`config.mk`:
```
export PLATFORM = sky130hd
export DESIGN_NAME = gamepad_serial_poll_master
export DESIGN_NICKNAME = d
export VERILOG_FILES = /design/src/rtl/gsp_pkg.sv /design/src/rtl/gsp_cfg.sv /design/src/rtl/gsp_seq.sv /design/src/rtl/gamepad_serial_poll_master.sv
export SDC_FILE = /design/constraint.sdc
export NUM_CORES = 1
export LEC_CHECK = 0
export BUFFER_PORTS_ARGS = -buffer_cell sky130_fd_sc_hd__clkbuf_2
export CELL_PAD_IN_SITES_DETAIL_PLACEMENT = 0
export CELL_PAD_IN_SITES_GLOBAL_PLACEMENT = 1
export CORE_UTILIZATION = 48
export DETAILED_ROUTE_END_ITERATION = 7
export GPL_ROUTABILITY_DRIVEN = 0
export PLACE_DENSITY = 0.82
export RECOVER_POWER = 25
export SLEW_MARGIN = 40
export SYNTH_ARGS = -nofsm -noshare
export SYNTH_HDL_FRONTEND = slang
export SYNTH_SLANG_ARGS = --single-unit
```
`constraint.sdc`:
```
create_clock -name clk_i -period 14.1 [get_ports clk_i]
set_input_delay 0.705 -clock clk_i [delete_from_list [all_inputs] [get_ports clk_i]]
set_output_delay 0.705 -clock clk_i [all_outputs]
set_load 0.02 [all_outputs]
```
`src/rtl/gsp_pkg.sv`:
```
// ----------------------------------------------------------------------------
// gsp_pkg
// Shared types, codes and frame tables for the gamepad serial poll master.
// ----------------------------------------------------------------------------
package gsp_pkg;

  localparam int unsigned CmdW      = 2;
  localparam int unsigned HalfW     = 8;
  localparam int unsigned ByteCntW  = 4;
  localparam int unsigned BitCntW   = 3;
  localparam logic [HalfW-1:0] HalfReset = 8'd10;
  localparam logic [3:0] ModeAnalog = 4'h7;
  localparam logic [ByteCntW-1:0] ShortLen = 4'd5;
  localparam logic [ByteCntW-1:0] LongLen  = 4'd9;

  typedef enum logic [CmdW-1:0] {
    CMD_NONE = 2'd0,
    CMD_POLL = 2'd1,
    CMD_CONF = 2'd2
  } gsp_cmd_e;

  // sequencer phase, one-hot
  typedef enum logic [3:0] {
    PH_IDLE = 4'b0001,
    PH_LOW  = 4'b0010,
    PH_HIGH = 4'b0100,
    PH_GAP  = 4'b1000
  } gsp_phase_e;

  typedef enum logic [1:0] {
    FR_ENTER = 2'd0,
    FR_MODE  = 2'd1,
    FR_EXIT  = 2'd2,
    FR_POLL  = 2'd3
  } gsp_frame_e;

  // poll frame byte positions that are kept
  localparam logic [ByteCntW-1:0] IdxMode  = 4'd1;
  localparam logic [ByteCntW-1:0] IdxBtnLo = 4'd3;
  localparam logic [ByteCntW-1:0] IdxBtnHi = 4'd4;
  localparam logic [ByteCntW-1:0] IdxStk0  = 4'd5;
  localparam logic [ByteCntW-1:0] IdxStk1  = 4'd6;
  localparam logic [ByteCntW-1:0] IdxStk2  = 4'd7;
  localparam logic [ByteCntW-1:0] IdxStk3  = 4'd8;

  // packed with clock_line at bit 0
  typedef struct packed {
    logic [31:0] sticks;
    logic [15:0] buttons_changed;
    logic [15:0] buttons;
    logic [7:0]  mode_id;
    logic        busy_res;
    logic        attention_line;
    logic        command_line;
    logic        clock_line;
  } gsp_result_t;

  localparam int unsigned ResW  = $bits(gsp_result_t);
  localparam int unsigned OutDW = ((ResW + 7) / 8) * 8;

  localparam logic [7:0] EnterFrame [5] = '{8'h01, 8'h43, 8'h00, 8'h01, 8'h00};
  localparam logic [7:0] ModeFrame  [9] = '{8'h01, 8'h44, 8'h00, 8'h01, 8'h03,
                                            8'h00, 8'h00, 8'h00, 8'h00};
  localparam logic [7:0] ExitFrame  [9] = '{8'h01, 8'h43, 8'h00, 8'h00, 8'h5A,
                                            8'h5A, 8'h5A, 8'h5A, 8'h5A};

  function automatic logic [ByteCntW-1:0] frame_len(gsp_frame_e fr);
    return (fr == FR_ENTER) ? ShortLen : LongLen;
  endfunction

  function automatic logic [7:0] frame_byte(gsp_frame_e fr, logic [ByteCntW-1:0] idx);
    logic [7:0] b;
    b = 8'hFF;
    if (idx < frame_len(fr)) begin
      case (fr)
        FR_ENTER: b = EnterFrame[idx[2:0]];
        FR_MODE:  b = ModeFrame[idx];
        FR_EXIT:  b = ExitFrame[idx];
        FR_POLL:  b = (idx == 4'd0) ? 8'h01 : ((idx == 4'd1) ? 8'h42 : 8'hFF);
        default:  b = 8'hFF;
      endcase
    end
    return b;
  endfunction

endpackage

```
`src/rtl/gsp_cfg.sv`:
```
// ----------------------------------------------------------------------------
// gsp_cfg
// APB register block: half-period tick count.
// ----------------------------------------------------------------------------
module gsp_cfg import gsp_pkg::*; (
  input  logic             clk_i,
  input  logic             rst_ni,
  input  logic             psel,
  input  logic             penable,
  input  logic             pwrite,
  input  logic [2:0]       paddr,
  input  logic [31:0]      pwdata,
  output logic [31:0]      prdata,
  output logic             pready,
  output logic [HalfW-1:0] half_o
);

  logic [HalfW-1:0] half_q, half_d;
  logic             wr_en;

  assign pready = 1'b1;
  assign wr_en  = psel & penable & pwrite & pready & (paddr[2] == 1'b0);

  always_comb begin
    half_d = half_q;
    if (wr_en) begin
      half_d = pwdata[HalfW-1:0];
    end
  end

  always_ff @(posedge clk_i or negedge rst_ni) begin
    if (!rst_ni) begin
      half_q <= HalfReset;
    end else begin
      half_q <= half_d;
    end
  end

  assign prdata = (paddr[2] == 1'b0) ? {{(32-HalfW){1'b0}}, half_q} : 32'd0;
  assign half_o = half_q;

endmodule

```
`src/rtl/gsp_seq.sv`:
```
// ----------------------------------------------------------------------------
// gsp_seq
// Frame sequencer: one tick per step, drives the link pins and keeps the
// captured poll results.
// ----------------------------------------------------------------------------
module gsp_seq import gsp_pkg::*; (
  input  logic             clk_i,
  input  logic             rst_ni,
  input  logic             step_i,
  input  logic [CmdW-1:0]  cmd_i,
  input  logic             din_i,
  input  logic [HalfW-1:0] half_i,
  output gsp_result_t      res_o,
  output logic             done_o
);

  gsp_phase_e          ph_q, ph_d;
  gsp_frame_e          fr_q, fr_d;
  logic [ByteCntW-1:0] byte_q, byte_d;
  logic [BitCntW-1:0]  bit_q, bit_d;
  logic [HalfW-1:0]    dly_q, dly_d;
  logic [7:0]          rx_q, rx_d;
  logic                conf_q, conf_d;
  logic [7:0]          mode_q, mode_d;
  logic [15:0]         btn_q, btn_d;
  logic [15:0]         prev_q, prev_d;
  logic [31:0]         stk_q, stk_d;

  logic [HalfW-1:0]    limit;
  logic [HalfW-1:0]    dly_inc;
  logic [ByteCntW-1:0] byte_inc;
  logic [7:0]          ob;
  logic                clk_l, cmd_l, att_l, busy, done;

  assign limit = (half_i == '0) ? HalfW'(1) : half_i;

  always_comb begin
    ph_d   = ph_q;
    fr_d   = fr_q;
    byte_d = byte_q;
    bit_d  = bit_q;
    dly_d  = dly_q;
    rx_d   = rx_q;
    conf_d = conf_q;
    mode_d = mode_q;
    btn_d  = btn_q;
    prev_d = prev_q;
    stk_d  = stk_q;
    clk_l  = 1'b1;
    cmd_l  = 1'b1;
    att_l  = 1'b1;
    busy   = 1'b0;
    done   = 1'b0;
    ob     = 8'hFF;
    dly_inc  = '0;
    byte_inc = '0;

    // a command taken in idle makes this tick the first clock-low tick
    if (ph_q == PH_IDLE && (cmd_i == CMD_POLL || cmd_i == CMD_CONF)) begin
      conf_d = (cmd_i == CMD_CONF);
      fr_d   = (cmd_i == CMD_CONF) ? FR_ENTER : FR_POLL;
      byte_d = '0;
      bit_d  = '0;
      dly_d  = '0;
      ph_d   = PH_LOW;
    end

    case (ph_d)
      PH_LOW, PH_HIGH: begin
        ob      = frame_byte(fr_d, byte_d);
        busy    = 1'b1;
        att_l   = 1'b0;
        cmd_l   = ob[bit_d];
        clk_l   = (ph_d == PH_HIGH);
        dly_inc = dly_d + HalfW'(1);
        dly_d   = dly_inc;
        if (dly_inc >= limit) begin
          dly_d = '0;
          if (ph_d == PH_LOW) begin
            rx_d[bit_d] = din_i;
            ph_d        = PH_HIGH;
          end else if (bit_d != 3'd7) begin
            bit_d = bit_d + 3'd1;
            ph_d  = PH_LOW;
          end else begin
            if (fr_d == FR_POLL) begin
              case (byte_d)
                IdxMode:  mode_d = rx_d;
                IdxBtnLo: begin
                  prev_d = btn_d;
                  btn_d  = {btn_d[15:8], ~rx_d};
                end
                IdxBtnHi: btn_d = {~rx_d, btn_d[7:0]};
                IdxStk0:  stk_d = {stk_d[31:8], rx_d};
                IdxStk1:  stk_d = {stk_d[31:16], rx_d, stk_d[7:0]};
                IdxStk2:  stk_d = {stk_d[31:24], rx_d, stk_d[15:0]};
                IdxStk3:  stk_d = {rx_d, stk_d[23:0]};
                default:  ;
              endcase
            end
            bit_d    = '0;
            byte_inc = byte_d + ByteCntW'(1);
            byte_d   = byte_inc;
            if (byte_inc >= frame_len(fr_d)) begin
              done = (fr_d == FR_POLL);
              ph_d = PH_GAP;
            end else begin
              ph_d = PH_LOW;
            end
          end
        end
      end
      PH_GAP: begin
        busy    = 1'b1;
        dly_inc = dly_d + HalfW'(1);
        dly_d   = dly_inc;
        if (dly_inc >= limit) begin
          dly_d = '0;
          if (fr_d != FR_POLL) begin
            fr_d   = gsp_frame_e'(fr_d + 2'd1);
            byte_d = '0;
            bit_d  = '0;
            ph_d   = PH_LOW;
          end else if (conf_d && mode_d[7:4] != ModeAnalog) begin
            // mode not yet analog: run the whole configure sequence again
            fr_d   = FR_ENTER;
            byte_d = '0;
            bit_d  = '0;
            ph_d   = PH_LOW;
          end else begin
            conf_d = 1'b0;
            ph_d   = PH_IDLE;
          end
        end
      end
      default: ;
    endcase
  end

  always_ff @(posedge clk_i or negedge rst_ni) begin
    if (!rst_ni) begin
      ph_q   <= PH_IDLE;
      fr_q   <= FR_ENTER;
      byte_q <= '0;
      bit_q  <= '0;
      dly_q  <= '0;
      rx_q   <= '0;
      conf_q <= 1'b0;
      mode_q <= '0;
      btn_q  <= '0;
      prev_q <= '0;
      stk_q  <= '0;
    end else if (step_i) begin
      ph_q   <= ph_d;
      fr_q   <= fr_d;
      byte_q <= byte_d;
      bit_q  <= bit_d;
      dly_q  <= dly_d;
      rx_q   <= rx_d;
      conf_q <= conf_d;
      mode_q <= mode_d;
      btn_q  <= btn_d;
      prev_q <= prev_d;
      stk_q  <= stk_d;
    end
  end

  always_comb begin
    res_o.clock_line      = clk_l;
    res_o.command_line    = cmd_l;
    res_o.attention_line  = att_l;
    res_o.busy_res        = busy;
    res_o.mode_id         = mode_d;
    res_o.buttons         = btn_d;
    res_o.buttons_changed = prev_d ^ btn_d;
    res_o.sticks          = stk_d;
  end

  assign done_o = done;

endmodule

```
`src/rtl/gamepad_serial_poll_master.sv`:
```
// ----------------------------------------------------------------------------
// gamepad_serial_poll_master
// Tick-driven bit-level master for a gamepad serial link.
// ----------------------------------------------------------------------------
// Each input word is one tick; each tick yields exactly one output word with
// the pin levels and the latest poll results. Throughput is one word per
// cycle while the output side is not stalling: the sequencer step for a tick
// is combinational between the input register and the output register, and a
// word passes through both registers on its way out. frame_done rides
// on tlast. Write half_period_ticks only while the link is idle.
module gamepad_serial_poll_master import gsp_pkg::*; (
  input  logic             clk_i,
  input  logic             rst_ni,
  // APB config
  input  logic             psel,
  input  logic             penable,
  input  logic             pwrite,
  input  logic [2:0]       paddr,
  input  logic [31:0]      pwdata,
  output logic [31:0]      prdata,
  output logic             pready,
  // tick input
  input  logic             s_axis_tvalid,
  output logic             s_axis_tready,
  input  logic [7:0]       s_axis_tdata,  // [1:0] command, [2] data_line
  // result output
  output logic             m_axis_tvalid,
  input  logic             m_axis_tready,
  output logic [OutDW-1:0] m_axis_tdata,  // clock_line, command_line,
                                          // attention_line, busy_res,
                                          // mode_id[7:0], buttons[15:0],
                                          // buttons_changed[15:0], sticks[31:0]
  output logic             m_axis_tlast   // frame_done
);

  logic [HalfW-1:0] half;
  logic             in_vld_q, in_vld_d;
  logic [CmdW-1:0]  in_cmd_q;
  logic             in_din_q;
  logic             out_vld_q, out_vld_d;
  gsp_result_t      out_res_q;
  logic             out_done_q;
  gsp_result_t      res;
  logic             done;
  logic             out_free, advance, in_acc;

  gsp_cfg u_cfg (
    .clk_i   (clk_i),
    .rst_ni  (rst_ni),
    .psel    (psel),
    .penable (penable),
    .pwrite  (pwrite),
    .paddr   (paddr),
    .pwdata  (pwdata),
    .prdata  (prdata),
    .pready  (pready),
    .half_o  (half)
  );

  assign out_free      = ~out_vld_q | m_axis_tready;
  assign advance       = in_vld_q & out_free;
  assign s_axis_tready = ~in_vld_q | out_free;
  assign in_acc        = s_axis_tvalid & s_axis_tready;

  gsp_seq u_seq (
    .clk_i  (clk_i),
    .rst_ni (rst_ni),
    .step_i (advance),
    .cmd_i  (in_cmd_q),
    .din_i  (in_din_q),
    .half_i (half),
    .res_o  (res),
    .done_o (done)
  );

  always_comb begin
    in_vld_d = in_vld_q;
    if (in_acc) begin
      in_vld_d = 1'b1;
    end else if (advance) begin
      in_vld_d = 1'b0;
    end
    out_vld_d = out_vld_q;
    if (advance) begin
      out_vld_d = 1'b1;
    end else if (m_axis_tready) begin
      out_vld_d = 1'b0;
    end
  end

  always_ff @(posedge clk_i or negedge rst_ni) begin
    if (!rst_ni) begin
      in_vld_q  <= 1'b0;
      out_vld_q <= 1'b0;
    end else begin
      in_vld_q  <= in_vld_d;
      out_vld_q <= out_vld_d;
    end
  end

  always_ff @(posedge clk_i) begin
    if (in_acc) begin
      in_cmd_q <= s_axis_tdata[CmdW-1:0];
      in_din_q <= s_axis_tdata[CmdW];
    end
    if (advance) begin
      out_res_q  <= res;
      out_done_q <= done;
    end
  end

  assign m_axis_tvalid = out_vld_q;
  assign m_axis_tdata  = {{(OutDW-ResW){1'b0}}, out_res_q};
  assign m_axis_tlast  = out_done_q;

endmodule

```
[Word level (Yosys, flattened, before mapping)]
Memory sizes are Yosys's and may differ from the RTL's.
Index checks and enable logic that the tools add are counted.
Operators by class
  bitwise operators: 17
  reductions and logical operators: 13
  equal/unequal tests: 19
  $add $sub $neg: 4
  multiplexer cells: 88
  magnitude comparators: 7
Operators by type and width (count)
  16-bit two-way mux: 11
  8-bit two-way mux: 21
  32-bit two-way mux: 5
  32-bit one-hot mux with 4 select lines: 1
  4-bit two-way mux: 15
  16-bit one-hot mux with 2 select lines: 1
  8-bit one-hot mux with 4 select lines: 1
  3-bit two-way mux: 7
  4-bit by 3-bit == test with 1-bit output, second input constant: 5
  4-bit one-hot mux with 2 select lines: 2
  16-bit XOR: 1
  2-bit two-way mux: 7
  1-bit two-way mux: 13
  8-bit by 1-bit adder with 8-bit output, second input constant: 1
  8-bit bitwise mux: 1
  4-bit by 1-bit == test with 1-bit output, second input constant: 2
  4-bit by 2-bit == test with 1-bit output, second input constant: 2
  4-bit == test, second input constant: 2
  8-bit >= comparator: 1
  8-bit zero test: 1
  8-bit NOT: 1
  2-bit == test, second input constant: 3
  1-bit NOT: 6
  3-bit one-hot mux with 2 select lines: 1
  28 further kinds: 37
Word-level totals
  output and inout bits: 116
  bits in read-only memories: 320
  flip-flop bits (word level): 192
  bits of input ports: 50
  word-level logic and storage cells: 176
  memories: 3
Memory list
  (no name shown): depth 16, width 8, rd ports 1, clocked after memory_dff 0, wr ports 0, line gsp_pkg.sv:77  | FR_MODE: b = ModeFrame[idx];
  (no name shown): depth 16, width 8, rd ports 1, clocked after memory_dff 0, wr ports 0, line gsp_pkg.sv:78  | FR_EXIT: b = ExitFrame[idx];
  (no name shown): depth 8, width 8, rd ports 1, clocked after memory_dff 0, wr ports 0, line gsp_pkg.sv:76  | FR_ENTER: b = EnterFrame[idx[2:0]];

[Logic depth before layout (Yosys ltp)]
Gate-level depths: netlist of run 1.
  depth in word-level cells: 13
  depth in mapped cells: 21
  gate-level depth less buffers: 16

[By module]
Synthesis of run 1 repeated with hierarchy kept, for this count alone.
Second synthesis, totals
  cells, all modules: 852
  area total of the unflattened synthesis: 10042.1 µm²
By module, submodules not included
  gsp_seq: cells an instance 707, seq. area each 2553.7 µm², area an instance 6920.4 µm², instances 1
  gamepad_serial_poll_master: cells an instance 93, seq. area each 2452.4 µm², area an instance 2539.9 µm², instances 1
  gsp_cfg: cells an instance 52, seq. area each 202.7 µm², area an instance 581.8 µm², instances 1

[Least setup slack after synthesis of run 1]
No wires, ideal clock.
  kind: reg2reg
  start: register u_seq.ph_q[0]
  end: register u_seq.mode_q[0]
  required time: 13.975 ns
  period minus slack after synthesis: 4.574 ns
  setup slack: 9.526 ns
  data arrival time: 4.449 ns
  setup time: 0.125 ns
  stages on the path, launching flop included: 18
  buffers on the path: 4
  cell sequence: dfstp_2 buf_2 nor4b_1 nand2_1 clkbuf_1 clkbuf_1 and2_1 ha_1 nand3_1 xor2_1 nor2_1 ha_1 nand2_1 o21ai_0 clkbuf_1 nand4_1 nor3_2 mux2_2
On the way
  cells in the longest elaborated chain, start to end: 10
  elaborated cells on any way between the ends: 21
  classes of those cells: add/sub (1); order compare (1); eq/ne (6); mux (11); reduce/logical (2)
Ends and longest elaborated chain
  from (decl): line gsp_seq.sv:17  | gsp_phase_e ph_q, ph_d;
  from (signal assigned): line gsp_seq.sv:154  | ph_q <= ph_d;
  parallel branches: the longest is 9 deep, another holds 8-bit by 1-bit adder with 8-bit output
  8-bit two-way mux (*): line gsp_seq.sv:68  | case (ph_d)
  to (signal assigned): line gsp_seq.sv:161  | mode_q <= mode_d;
  to (decl): line gsp_seq.sv:24  | logic [7:0] mode_q, mode_d;
Every way passes the cells marked *.
A chain may end at the register's enable or synchronous reset.

==> results of run 1 <==
[cell type report]
| class | count | area [sq um] | share of cell area (%) |
|---|---|---|---|
| clock buffer | 18 | 439 | 4.07 |
| clock inverter | 14 | 118 | 1.09 |
| inverter | 28 | 106 | 0.984 |
| multi-input combinational | 571 | 4010 | 37.1 |
| sequential | 192 | 5210 | 48.2 |
| tap | 265 | 332 | 3.07 |
| timing repair buffer | 114 | 587 | 5.43 |
[path summary, 6_finish.rpt]
check	start	endpoint	depth (start not counted)
max	rst_ni	u_seq.mode_q[5]	2
min in group asynchronous	rst_ni	u_seq.btn_q[9]	1
min reg2reg	u_seq.fr_q[0]	u_seq.fr_q[0]	2
max reg2reg	in_cmd_q[1]	m_axis_tdata[74]	15
min	s_axis_tdata[1]	in_cmd_q[1]	1
max in group clk_i	in_cmd_q[1]	m_axis_tdata[74]	15
[state kept, by name, indices dropped and copies added (netlist names), 2 cells and up]
name	flops
m_axis_tdata	76
u_seq.stk_q	32
u_seq.btn_q	16
u_seq.prev_q	16
u_cfg.half_o	8
u_seq.dly_q	8
u_seq.mode_q	8
u_seq.rx_q	8
u_seq.byte_q	4
u_seq.ph_q	4
u_seq.bit_q	3
in_cmd_q	2
u_seq.fr_q	2
[power groups by stage]
stage / combinational (W) / sequential [W] / clock [W]
final: 0.0000980 / 0.000611 / 0.000457
after global routing: 0.000108 / 0.000613 / 0.000482
after CTS: 0.0000989 / 0.000611 / 0.000465
after detailed placement: 0.0000987 / 0.000622 / 0
after global placement: 0.0000975 / 0.000622 / 0
after floorplan: 0.0000518 / 0.000639 / 0
[cell families after synthesis]
logic type                 after synthesis  share of synthesized area [%]
adders and majority gates               26                           3.38
DFF                                    192                           54.2
xor gates and xnor gates                16                           1.46
muxes                                   74                           9.11
other                                    2                         0.0781
buffers and inverters                  100                           5.41
AOI/OAI and AO/OA                      190                           13.7
and+or+nand+nor                        236                           12.7
[metrics by stage]
stage               std cells  power, W  cell area [sq um]  hold slack [ns]  utilization, %
floorplan                 863  0.000690               9720            0.409               -
global placement         1170  0.000719              10200            0.469            52.4
detailed placement       1170  0.000721              10200            0.475            52.4
CTS                      1202   0.00117              10800            0.255            55.3
global route             1202   0.00120              10800            0.443            55.3
finish                   1202   0.00117              10800            0.451            55.3
[cell usage after synthesis, drive strengths merged (7+ instances only)]
cell type,count
a21o,10
a21oi,9
a22o,47
and2,7
and3,7
buf,43
clkbuf,29
dfrtp,109
edfxtp,80
ha,26
inv,26
mux2,66
mux2i,8
nand2,69
nand2b,16
nand3,24
nand4,16
nor2,47
nor2b,7
nor3,15
nor4,7
o21ai,74
o31ai,7
xor2,12
[cells in the final DEF (no fill, tap or decap), types with 8 or more instances in the layout]
cell and count:
a22o_1 47, a21oi_1 8, mux2i_1 8, conb_1 29, nand2_1 69, clkbuf_2 103
nand4_1 16, inv_1 26, buf_4 8, ha_1 26, nor2_1 47, mux2_2 52
clkbuf_16 17, o21ai_0 70, mux2_4 14, nand3_1 24, nand2b_1 15, edfxtp_1 80
xor2_1 12, dfrtp_1 109, a21o_1 10, nor3_1 13
[metal layers]
layer	vias to the layer above	wire (microns)
met2	230	9950
li1	3197	-
met5	-	0
met1	3224	9890
met4	0	660
met3	41	959
==> impl_metrics.ini, run 1 <==
[outcome]
run_status = complete, but fails checks
violations = max-capacitance violations, max-slew violations

[yosys]
yosys.cell_types.count = 67
ys_warn_count = 0
netlist_area_sq_um = 9610
synth_edf_count = 80
synth_flop_cell = dfrtp_1
async_flop_share_pct = 58.3
syn_inst = 836
ys_seq_area_share_pct = 54.2
synth_top_cell_by_area = dfrtp_1
ys_ff_latch = 192
synth_top_cell_area_share_pct = 28.4
synth_area_leaders = dfrtp_1 28%, edfxtp_1 25%, mux2_2 6.1%
synth.avg_cell_area_sq_um = 11.5

[clock_network]
clk_pin_slew_ns = 0.07
tritoncts = yes
postCtsSetupBuffers = 0
ctsResizeCount = 0
numCtsBuffers = 17
clock_sinks = 192
clk_path_buf_depth = 2
cts.root.buffer_cell = clkbuf_16
hold_buffers = 0
clk_latency_ns = 0.43
htree_levels = 4

[sta]
max_slew_margin_pct = -171
period_minus_slack_ns = 5.60
setup_tns_ns = 0
slew_viol_final = 115
clock_skew_ns = 0.0116
finalCritPeriodShare_pct = 39.7
finalHoldViolations = 0
max_freq_mhz = 178
setup_violations = 0
rsz0062_at_grt = false
worst_pin_slew_ns = 4.06
setup_ws_ns = 8.50

[worst_setup_path]
slowest_delay_ns = 2.95
end_kind = async pin
crit_family = buffers and inverters
arrival_ns = 5.19
cp_slowest_cell = clkbuf_1
worstSetupPathType = input pin to async pin
cp.required_ns = 13.69
start_kind = input pin
cp_max_fo = 74
crit_buf_inv = 2
r2r_slack_ns = 9.17
path_common_cell = clkbuf_1
crit_chain = clkbuf_1, clkbuf_1

[min_path]
hold_class = input pin to register

[place]
portBuffers = 105
post-dp-hpwl_microns = 14500
post-place-ws_ns = 9.02

[floorplanning]
io_pins = 166
core_area_sq_um = 19500
die-area_sq_um = 20600
start_util_pct = 49.2
dieWidth_microns = 144
die_y_microns = 144
rows = 51

[power_and_ir_drop]
p_seq_share_pct = 52.4
pwr-share-comb_pct = 8.4
power_leakage_nw = 4.96
p_int_w = 0.000865
peakVddDrop_mv = 0.0804
power_density_nw_per_um2 = 108
switching_power_w = 0.000300
sw_frac_of_total_pct = 25.8
pwr-share-clk_pct = 39.2

[grt]
top_usage_layer = met2
grt_util_met1_pct = 29.5
use_met2_pct = 34.3
overflow = 0
grt_antenna_before_repair = 0
grt_pass1_wl_microns = 34000
grt_usage_pct = 21.7
grt_max_degree = 75
grt_pass1_vias = 6366
use_met3_pct = 3.17

[run]
drv_cap = 2

[final_layout]
fill_cells = 1717
antenna_cells = 0
drive_gt1_share_pct = 24.3
layout.nets = 1000
area_delta_synth_final_pct = 12.4

[routing]
drt_wl_total_microns = 21500
viasPerCell = 5.57
dr.pass1.iters = 6
ant_nets = 0
drt_iter0_drc = 525
drc = 0
avgRoutedWirePerCell_microns = 17.8
via_count = 6692
Note: power is estimated with default switching activity, not from simulation.
==> run 2, diff against run 1 <==
ABC_AREA = 1   (was default)
CORE_UTILIZATION = 38   (was 48)
PLACE_DENSITY = 0.73   (was 0.82)
clock period = 5.15 ns   (was 14.1 ns; I/O delays follow)
==> run 2 against run 1 <==
Against the previous run: non-clock buffer count grew 5; sequential power grew to 3.3 times the previous value; sequential share of layout area shrank 1.1 points; wire length grew 8.6%; the run still ends with max-capacitance violations, max-slew violations left; register-to-register slack lost 7.9 ns.
==> impl_metrics.ini, run 2 <==
[grt]
grt_pass1_wl_microns = 38000
grt_pass1_vias = 7123
grt_usage_pct = 18.4
grt_antenna_before_repair = 0
overflow = 0
grt_max_degree = 96

[yosys]
synth_edf_count = 80
ys_ff_latch = 192
synth_area_leaders = dfrtp_1 28%, edfxtp_1 24%, nand2_1 16%
netlist_area_sq_um = 9820
synth_commonest_cells = 423 x nand2_1, 109 x dfrtp_1, 106 x inv_1
synth_top_cell_by_area = dfrtp_1
synth.avg_cell_area_sq_um = 8.45
yosys.cell_types.count = 42
ys_warn_count = 0
syn_inst = 1162
async_flop_share_pct = 58.3
synth_top_cell_area_share_pct = 27.8
synth_flop_cell = dfrtp_1
ys_seq_area_share_pct = 53.0
synth.most_common_cell = nand2_1

[sta]
slew_viol_final = 53
setup_violations = 0
finalHoldViolations = 0
setup_tns_ns = 0
max_slew_margin_pct = -117
worst_pin_slew_ns = 3.26
max_freq_mhz = 257
clock_skew_ns = 0.0146
period_minus_slack_ns = 3.89
rsz0062_at_grt = false
finalCritPeriodShare_pct = 75.5

[outcome]
run_status = complete, but fails checks
violations = max-capacitance violations, max-slew violations

[clock_network]
tritoncts = yes
clk_latency_ns = 0.44
hold_buffers = 1
htree_levels = 4
cts.root.buffer_cell = clkbuf_16
ctsResizeCount = 0
numCtsBuffers = 17
postCtsSetupBuffers = 0
clock_sinks = 192
clk_pin_slew_ns = 0.08
clk_path_buf_depth = 2

[worst_setup_path]
cp.required_ns = 5.32
critPathCapture = m_axis_tdata[28]
crit_buf_inv = 4
end_kind = register
start_kind = register
cp_max_fo = 20
crit_start = in_cmd_q[1]
slowest_delay_ns = 0.37
crit_family = simple AND/OR/NAND/NOR gates
r2r-start = in_cmd_q[1]
arrival_ns = 4.06
path_common_cell = nand2_1
r2r-end = m_axis_tdata[28]
worstSetupPathType = register to register
r2r_slack_ns = 1.26
cp_slowest_cell = edfxtp_1
ff2ff_path_depth = 22
crit_cells = 22
crit_chain = ha_1, inv_1, nand3_2, buf_4, nand2_1, inv_1, nand2_1, nor3_1, nand2_1, nand2_1, nand2_1, ha_1, nand2_1, nor2_1, nand4_1, nand3_1, buf_4, nand2_2, nand2_1, nand2_1, nand2_1, nand2_1

[routing]
dr.pass1.iters = 6
viasPerCell = 4.83
via_count = 7730
ant_nets = 0
avgRoutedWirePerCell_microns = 14.5
drc = 0
drt_iter0_drc = 582
drt_wl_total_microns = 23300

[place]
placed_cells = 1568
post-dp-hpwl_microns = 15600
portBuffers = 105

[final_layout]
utilization_pct = 43.8
layout_common_cells = 422 x nand2_1, 109 x dfrtp_1, 105 x inv_1, 87 x nand3_1, 80 x edfxtp_1
layout.nets = 1334
mostFrequentLayoutCell = nand2_1
drive_gt1_share_pct = 9.68
fin_cells = 1601
antenna_cells = 0
largest_reg_flops = 76
area_delta_synth_final_pct = 12.6

[floorplanning]
dieWidth_microns = 163
io_pins = 166
rows = 58
start_util_pct = 38.9
die_y_microns = 163
core_area_sq_um = 25300
die-area_sq_um = 26500

[power_and_ir_drop]
power_density_nw_per_um2 = 428
finalPower_w = 0.00474
power_leakage_nw = 5.26
peakVddDrop_mv = 0.186

[min_path]
hold_class = input pin to register

[run]
drv_cap = 1
==> run 2: worst min path at each step <==
stage | startpoint | depth (start not counted) | endpoint | slack (ns)
2_1_floorplan | rst_ni | 0 | in_vld_q | -0.04
3_3_place_gp | rst_ni | 1 | u_cfg.half_o[0] | 0.38
3_5_place_dp | rst_ni | 1 | u_cfg.half_o[6] | 0.38
4_1_cts | pwdata[3] | 3 | u_cfg.half_o[3] | 0.01
5_1_grt | pwdata[1] | 3 | u_cfg.half_o[1] | 0.03
6_report | pwdata[3] | 3 | u_cfg.half_o[3] | 0.03
==> run 2: final cells by class <==
| type | count | area, sq um |
|---|---|---|
| clock buffers | 19 | 433 |
| clock inverters | 13 | 128 |
| fillers | 2560 | 14200 |
| inverters | 107 | 408 |
| multi-input cells | 821 | 3880 |
| flip-flops and latches | 192 | 5210 |
| well taps | 330 | 413 |
| repair buffers | 119 | 583 |
==> run 2: metrics by stage <==
step	setup WS [ns]	area (sq um)	hold WS (ns)
after floorplan	1.63	9920	-0.0381
after CTS	1.25	11100	0.0109
after detailed placement	1.26	10600	0.378
final	1.26	11100	0.0261
after global routing	0.866	11100	0.0296
after global placement	1.26	10600	0.378
==> run 2: where the power goes <==
part / switching [W] / internal [W] / leakage [nW] / total, W
registers: 0.000116 / 0.00188 / 2.18 / 0.00199
clock network: 0.000632 / 0.000639 / 0.268 / 0.00127
logic: 0.00104 / 0.000428 / 2.82 / 0.00147
total: 0.00179 / 0.00294 / 5.26 / 0.00474
==> run 2: kinds of logic (layout without fill, tap and decap cells) <==
logic type / after synthesis / count (layout) / synth area share, %
flops: 192 / 192 / 53.0
simple gates: 639 / 639 / 27.8
compound gates: 123 / 123 / 6.98
xor+xnor: 4 / 4 / 0.357
fa+ha+maj: 26 / 26 / 3.31
buf+inv: 176 / 258 / 8.47
other cells: 2 / 29 / 0.0765
==> run 2: routing by layer <==
metal / global-route usage [%] / wire length (microns) / vias up
met5: 0 / 0 / -
met4: 4.89 / 329 / 0
met3: 2.80 / 688 / 22
met2: 29.5 / 11200 / 117
met1: 25.7 / 11100 / 3661
li1: - / - / 3930
==> run 2: worst register-to-register path: cells and delay by family (launching register included) <==
family	cells	cell delay, ns
buffers and inverters	4	0.70
flip-flops	1	0.37
AND/OR/NAND/NOR	16	2.01
adder cells (fa/ha/maj)	2	0.57
